==> src/hdl/hcsd_pkg.sv <==
// Package with types, constants and the quarter-round helper for the HChaCha subkey block.
package hcsd_pkg;

  localparam int NumStages = 40;
  localparam int AddrWidth = 6;

  localparam logic [31:0] SIGMA_0 = 32'h61707865;
  localparam logic [31:0] SIGMA_1 = 32'h3320646e;
  localparam logic [31:0] SIGMA_2 = 32'h79622d32;
  localparam logic [31:0] SIGMA_3 = 32'h6b206574;

  localparam logic [AddrWidth-1:0] ADDR_KEY_PART_0   = 6'd0;
  localparam logic [AddrWidth-1:0] ADDR_KEY_PART_1   = 6'd8;
  localparam logic [AddrWidth-1:0] ADDR_KEY_PART_2   = 6'd16;
  localparam logic [AddrWidth-1:0] ADDR_KEY_PART_3   = 6'd24;
  localparam logic [AddrWidth-1:0] ADDR_ROUND_COUNT  = 6'd32;

  localparam logic [4:0] ROUND_COUNT_RESET = 5'd20;

  typedef struct packed {
    logic [63:0] nonce_low;
    logic [63:0] nonce_high;
  } in_word_t;

  typedef struct packed {
    logic        status;
    logic [63:0] subkey_part_0;
    logic [63:0] subkey_part_1;
    logic [63:0] subkey_part_2;
    logic [63:0] subkey_part_3;
  } out_word_t;

  typedef struct packed {
    logic              err;
    logic [15:0][31:0] w;
  } stage_t;

  typedef struct packed {
    logic [255:0] key;
    logic [4:0]   round_count;
  } cfg_t;

  // Word indices of the four quarter-rounds, column round then diagonal round.
  localparam logic [3:0][3:0][3:0] COL_IDX = '{
    '{4'd15, 4'd11, 4'd7, 4'd3},
    '{4'd14, 4'd10, 4'd6, 4'd2},
    '{4'd13, 4'd9,  4'd5, 4'd1},
    '{4'd12, 4'd8,  4'd4, 4'd0}
  };
  localparam logic [3:0][3:0][3:0] DIAG_IDX = '{
    '{4'd14, 4'd9,  4'd4, 4'd3},
    '{4'd13, 4'd8,  4'd7, 4'd2},
    '{4'd12, 4'd11, 4'd6, 4'd1},
    '{4'd15, 4'd10, 4'd5, 4'd0}
  };

  // One half of a quarter-round: two adds, two xors and two rotations.
  // The result holds a, b, c, d in lanes 0 to 3.
  function automatic logic [3:0][31:0] qr_half(input logic [31:0] a, input logic [31:0] b,
                                               input logic [31:0] c, input logic [31:0] d,
                                               input logic second);
    logic [31:0] a1;
    logic [31:0] b1;
    logic [31:0] c1;
    logic [31:0] d1;
    logic [31:0] dx;
    logic [31:0] bx;
    logic [3:0][31:0] res;
    a1 = a + b;
    dx = d ^ a1;
    if (second) d1 = {dx[23:0], dx[31:24]};
    else        d1 = {dx[15:0], dx[31:16]};
    c1 = c + d1;
    bx = b ^ c1;
    if (second) b1 = {bx[24:0], bx[31:25]};
    else        b1 = {bx[19:0], bx[31:20]};
    res[0] = a1;
    res[1] = b1;
    res[2] = c1;
    res[3] = d1;
    return res;
  endfunction

endpackage

==> src/hdl/hcsd_apb_regs.sv <==
// Configuration registers of the HChaCha subkey block behind an APB-style port.
module hcsd_apb_regs (
  input  logic                           clk,
  input  logic                           rst_n,
  input  logic                           cfg_psel,
  input  logic                           cfg_penable,
  input  logic                           cfg_pwrite,
  input  logic [hcsd_pkg::AddrWidth-1:0] cfg_paddr,
  input  logic [63:0]                    cfg_pwdata,
  output logic [63:0]                    cfg_prdata,
  output logic                           cfg_pready,
  output hcsd_pkg::cfg_t                 cfg
);
  import hcsd_pkg::*;

  logic [3:0][63:0] key_r;
  logic [4:0]       round_count_r;
  logic             wr_en;

  assign cfg_pready = 1'b1;
  assign wr_en = cfg_psel && cfg_penable && cfg_pwrite;

  always_ff @(posedge clk) begin
    if (!rst_n) begin
      key_r         <= '0;
      round_count_r <= ROUND_COUNT_RESET;
    end else if (wr_en) begin
      case (cfg_paddr)
        ADDR_KEY_PART_0:  key_r[0]      <= cfg_pwdata;
        ADDR_KEY_PART_1:  key_r[1]      <= cfg_pwdata;
        ADDR_KEY_PART_2:  key_r[2]      <= cfg_pwdata;
        ADDR_KEY_PART_3:  key_r[3]      <= cfg_pwdata;
        ADDR_ROUND_COUNT: round_count_r <= cfg_pwdata[4:0];
        default: ;
      endcase
    end
  end

  always_comb begin
    case (cfg_paddr)
      ADDR_KEY_PART_0:  cfg_prdata = key_r[0];
      ADDR_KEY_PART_1:  cfg_prdata = key_r[1];
      ADDR_KEY_PART_2:  cfg_prdata = key_r[2];
      ADDR_KEY_PART_3:  cfg_prdata = key_r[3];
      ADDR_ROUND_COUNT: cfg_prdata = {59'd0, round_count_r};
      default:          cfg_prdata = '0;
    endcase
  end

  assign cfg.key         = key_r;
  assign cfg.round_count = round_count_r;

endmodule

==> config.mk <==
export PLATFORM = sky130hd
export DESIGN_NAME = hcsd_apb_regs
export DESIGN_NICKNAME = d
export VERILOG_FILES = /design/src/hdl/hcsd_pkg.sv /design/src/hdl/hcsd_apb_regs.sv
export SDC_FILE = /design/constraint.sdc
export NUM_CORES = 1
export LEC_CHECK = 0
export BUFFER_PORTS_ARGS = -buffer_cell sky130_fd_sc_hd__clkbuf_2
export CORE_MARGIN = 5
export CORE_UTILIZATION = 46
export CTS_BUF_LIST = sky130_fd_sc_hd__clkbuf_8 sky130_fd_sc_hd__clkbuf_16
export DETAILED_ROUTE_END_ITERATION = 12
export GPL_ROUTABILITY_DRIVEN = 1
export PLACE_DENSITY = 0.78
export SLEW_MARGIN = 20
export SYNTH_ARGS = -nofsm -noshare
export SYNTH_HDL_FRONTEND = slang
export SYNTH_SLANG_ARGS = --single-unit
==> constraint.sdc <==
create_clock -name clk -period 1.3 [get_ports clk]
set_clock_uncertainty 0.05 [all_clocks]
set_input_delay 0.13 -clock clk [delete_from_list [all_inputs] [get_ports clk]]
set_output_delay 0.13 -clock clk [all_outputs]
set_load 0.1 [all_outputs]
==> qor.txt, run 1 <==
Post-Syn Area per Cell = 8.87 µm²
proportion of netlist area held by the largest area contributor = 0.449
number of sinks driven by the clock tree = 261
Stopped at = global routing
sequential-to-total area share from yosys stat = 0.449
Port Buffer Count = 399
post-synthesis instance area = 0.0116 mm²
first error = [ERROR GRT-0232] Routing congestion too high. Check the congestion heatmap in the GUI.
cell types with the largest area share after synthesis = dfxtp_1, mux2i_1, nand3_1
number of cells produced by synthesis = 1311
Syn. warnings = 0
result of the run = stopped before the end
library cell used as clock root buffer = clkbuf_16
DP HPWL = 30.7 mm
total global routing track utilization = 0.887
starting density of the core = 0.465
syn nets = 1386
Placement Rows = 58
worst-path endpoint after global-route repair_timing = cfg_prdata[27]
CTS buffer count = 28
buffer levels on the longest clock path = 3
Congestion Overflow GR = 527
library cells used by synthesis = 21
cell count after placement = 1998
number of H-tree levels = 1
kind of pin the worst path terminates on = top-level output
most area-hungry cell type in the Yosys netlist = dfxtp_1
die span in x = 169 µm
pin count of the biggest net entering global routing = 55
Die Ht = 169 µm
Post-Place Cell Area = 0.0175 mm²
flop and latch count out of synthesis = 261
placer congestion estimate = 0.876
top-level I/O count = 401
[metrics by stage]
| stage | hold WS [ns] | setup slack (ns) | utilization | setup TNS [ns] |
|---|---|---|---|---|
| floorplan | 0.246 | -0.722 | - | -41.19 |
| global placement | 0.365 | -0.444 | 0.700 | -97.17 |
| detailed placement | 0.387 | -0.493 | 0.700 | -105.88 |
| CTS | 0.105 | -0.526 | 0.913 | -28.73 |
[layer usage]
metal | GRT usage | GRT overflow
met1 | 0.863 | 10
met2 | 1.01 | 286
met3 | 0.784 | 14
met4 | 0.967 | 215
met5 | 0.296 | 2
[cell usage after synthesis (all sizes together)]
| cell | n |
|---|---|
| nand2 | 323 |
| dfxtp | 261 |
| mux2i | 261 |
| nand3 | 255 |
| nand4 | 67 |
| clkbuf | 63 |
| buf | 59 |
| nor2b | 6 |
| mux2 | 5 |
| and3 | 2 |
| nand3b | 2 |
| nor2 | 2 |
| and2 | 1 |
| and4 | 1 |
| conb | 1 |
| nor3 | 1 |
| nor4 | 1 |
[what timing repair did]
item                                   4_1_cts
endpoints found under the hold margin      261
setup endpoints to repair                  290
setup buffers                               21
cloned                                      18
hold buffers                                65
pin swaps                                   66
gates resized for setup                    732
[cell families after synthesis]
kind of cell	Yosys count	share of synthesized area
other	1	0.000322
buffers and inverters	122	0.0605
flip-flops	261	0.449
AND/OR/NAND/NOR	661	0.261
multiplexers	266	0.229
==> inputs of run 2 (changes only) <==
Settings changed: CORE_UTILIZATION 46 to 40, CTS_BUF_LIST sky130_fd_sc_hd__clkbuf_8 sky130_fd_sc_hd__clkbuf_16 to unset, PLACE_DENSITY 0.78 to unset, PLACE_DENSITY_LB_ADDON set to 0.15.
Clock period 1.3 ns to 1.69 ns, I/O delays scaled along.
==> run 2 against run 1 <==
- synthesized cell count is the same
- synthesized area unchanged
- the flow now finishes, with violations (setup timing)
==> qor.txt, run 2 <==
result of the run = finished, violations left
failing checks = setup timing
insertion delay of the later-clocked pin in the worst-skew pair = 0.54 ns
Port Buffer Count = 399
Synth top cells by count = nand2_1, dfxtp_1, mux2i_1
Die Ht = 181 µm
number of sinks driven by the clock tree = 261
worst reg-to-reg path cell count = 3
# Max-Cap Violations = 0
Cell Int Power = 9.97 mW
RR Startpoint = cfg[9]$_SDFFE_PN0P_
cell types with the largest area share after synthesis = dfxtp_1, mux2i_1, nand3_1
via count of the first global-routing pass = 11797
top library cells by usage in the layout, fill and taps aside = clkbuf_2, nand2_1, mux2i_1, dfxtp_2, nand3_1
post-synthesis instance area = 0.0116 mm²
number of antenna violations at the first check in global routing = 0
Vias = 11731
Placement Rows = 62
Logic pwr share = 0.078
commonest non-fill, non-tap cell in the layout = clkbuf_2
number of nets in the finished design = 1843
Vias per Instance = 5.40
die span in x = 181 µm
Setup CP Type = in2out
most area-hungry cell type in the Yosys netlist = dfxtp_1
hold violation count in the final report = 0
max reg flops = 256
Total Routed Length = 43.9 mm
# diodes = 0
Main synth FF type = dfxtp_1
CP arrival = 1.58 ns
worst voltage drop across the vdd grid = 628 µV
part of the total power dissipated in sequential elements = 0.469
Syn. warnings = 0
Die Footprint = 0.0326 mm²
DRC violations left = 0
instance count along the most critical hold path = 4
starting density of the core = 0.405
setup repair after global routing missed its margin = yes
number of synthesized flops with an enable pin = 0
Power per Cell Area = 723 mW/mm²
setup slack after layout = -0.105 ns
kind of end point of the critical path = primary output
timing-limited maximum frequency = 557 MHz
CTS buffer count = 28
pre-CTS worst setup slack = -0.158 ns
number of cells produced by synthesis = 1311
Slew Limit Fails = 0
setup violators final = 64
fraction of registers with async set or reset after synthesis = 0
total global routing track utilization = 0.245
worst hold slack = 0.175 ns
most used standard cell by instance count after synthesis = nand2_1
share of cells above drive strength 1 = 0.498
fill cell count = 2368
DP HPWL = 29.1 mm
placer congestion estimate = 0.825
net switching fraction of the power = 0.240
clock network power share = 0.453
clock tree from TritonCTS = built
switching power of the nets = 3.14 mW
reg-to-reg critical path endpoint = cfg[9]$_SDFFE_PN0P_
number of H-tree levels = 1
count of nets left with antenna violations after detail routing = 0
ratio of final minimum period to clock period = 1.06
Max-Slew Margin vs Limit = 0.610
Hold Crit Endpoint = round_count_r[0]$_SDFFE_PN0P_
Final min period = 1.80 ns
register-to-register path setup slack = 0.92 ns
library cell used as clock root buffer = clkbuf_16
Post-Syn Area per Cell = 8.87 µm²
Congestion Overflow GR = 0
endpoint required time on the critical path = 1.47 ns
flop and latch count out of synthesis = 261
1st-iter DRT viols = 836
buffer levels on the longest clock path = 3
synthesis-to-layout area growth = 55.9%
core area = 0.0287 mm²
top-level I/O count = 401
wire length of the first global-routing pass = 66.2 mm
drt wl/cell = 20.2 µm
pin count of the biggest net entering global routing = 56
library cells used by synthesis = 21
actual slew at the worst max-slew pin = 0.587 ns
leakage power summed over all cells = 8.55 nW
DR pass1 iterations = 5
syn nets = 1386
clock-pin slew reported for the worst setup and hold paths after clock tree synthesis = 0.06 ns
type of the most critical hold path = in2reg
worst-path maximum fanout = 13
Worst Hold Launch = cfg_paddr[5]
Worst setup SP type = input port
proportion of netlist area held by the largest area contributor = 0.449
sequential-to-total area share from yosys stat = 0.449
-- run 2: worst max-delay path, stage by stage --
cell and delay, ns:
buf_8 0.10, nor4_4 0.27, buf_6 0.21, buf_12 0.19
clkbuf_16 0.19, nand3_1 0.08, nand4_1 0.16, buf_12 0.19
-- run 2: kinds of logic (layout without fill, tap and decap cells) --
group | Yosys count | count (layout) | synth area share
buffers and inverters | 122 | 601 | 0.0605
flip-flops | 261 | 261 | 0.449
multiplexers | 266 | 266 | 0.229
other | 1 | 1 | 0.000322
AND/OR/NAND/NOR | 661 | 661 | 0.261
-- run 2: worst max path at each step --
stage / slack (ns) / startpoint / to / cells after the start
2_1_floorplan: -0.37 / cfg_paddr[4] / cfg_prdata[10] / 6
3_3_place_gp: -0.15 / cfg_paddr[1] / cfg_prdata[51] / 7
3_5_place_dp: -0.16 / cfg_paddr[1] / cfg_prdata[38] / 7
4_1_cts: -0.14 / cfg_paddr[5] / cfg_prdata[38] / 7
5_1_grt: -0.17 / cfg_paddr[1] / cfg_prdata[47] / 8
6_report: -0.11 / cfg_paddr[1] / cfg_prdata[47] / 8
-- run 2: per-stage QoR --
stage	cells	instance area [µm²]	TNS, ns	total power, mW	util
6_report	2174	18100	-4.13	13.1	0.632
5_1_grt	2174	18100	-8.83	13.5	0.632
4_1_cts	2158	17500	-5.88	13.1	0.610
3_5_place_dp	2030	15800	-13.77	7.07	0.551
3_3_place_gp	2030	15800	-8.22	7.07	0.551
2_1_floorplan	1311	12500	-21.28	6.76	-
-- run 2: power groups by stage --
stage | Clock, mW | Sequential [mW] | Combinational (mW)
after global placement | 0 | 6.29 | 0.784
after detailed placement | 0 | 6.29 | 0.786
final | 5.94 | 6.15 | 1.02
after floorplan | 0 | 6.34 | 0.421
after global routing | 6.30 | 6.15 | 1.08
after CTS | 6.04 | 6.15 | 0.922
-- run 2: per-layer routing --
layer,GRT usage,share of wire,vias up
met5,0,0,-
met4,0.0705,0.027,0
met3,0.0634,0.075,83
met2,0.432,0.49,461
met1,0.295,0.41,5730
li1,-,-,5457
-- run 2: final cells by class --
type,instances,area [µm²],area share
Timing Repair Buffer,549,4950,0.273
Multi-Input combinational cell,928,6250,0.344
Clock buffer,42,805,0.0444
Sequential cell,261,5570,0.307
Tap cell,384,480,0.0265
Clock inverter,10,83.8,0.00462
-- run 2: repair_timing --
item | 4_1_cts | 5_1_grt
pin swaps | 10 | 57
gates resized for setup | 7 | 76
endpoints found under the hold margin | 261 | 0
cloned | 1 | 14
hold buffers | 65 | 0
endpoints found under the setup margin | 63 | 67
setup buffers | 10 | 2
(Power assumes the default switching activity.)
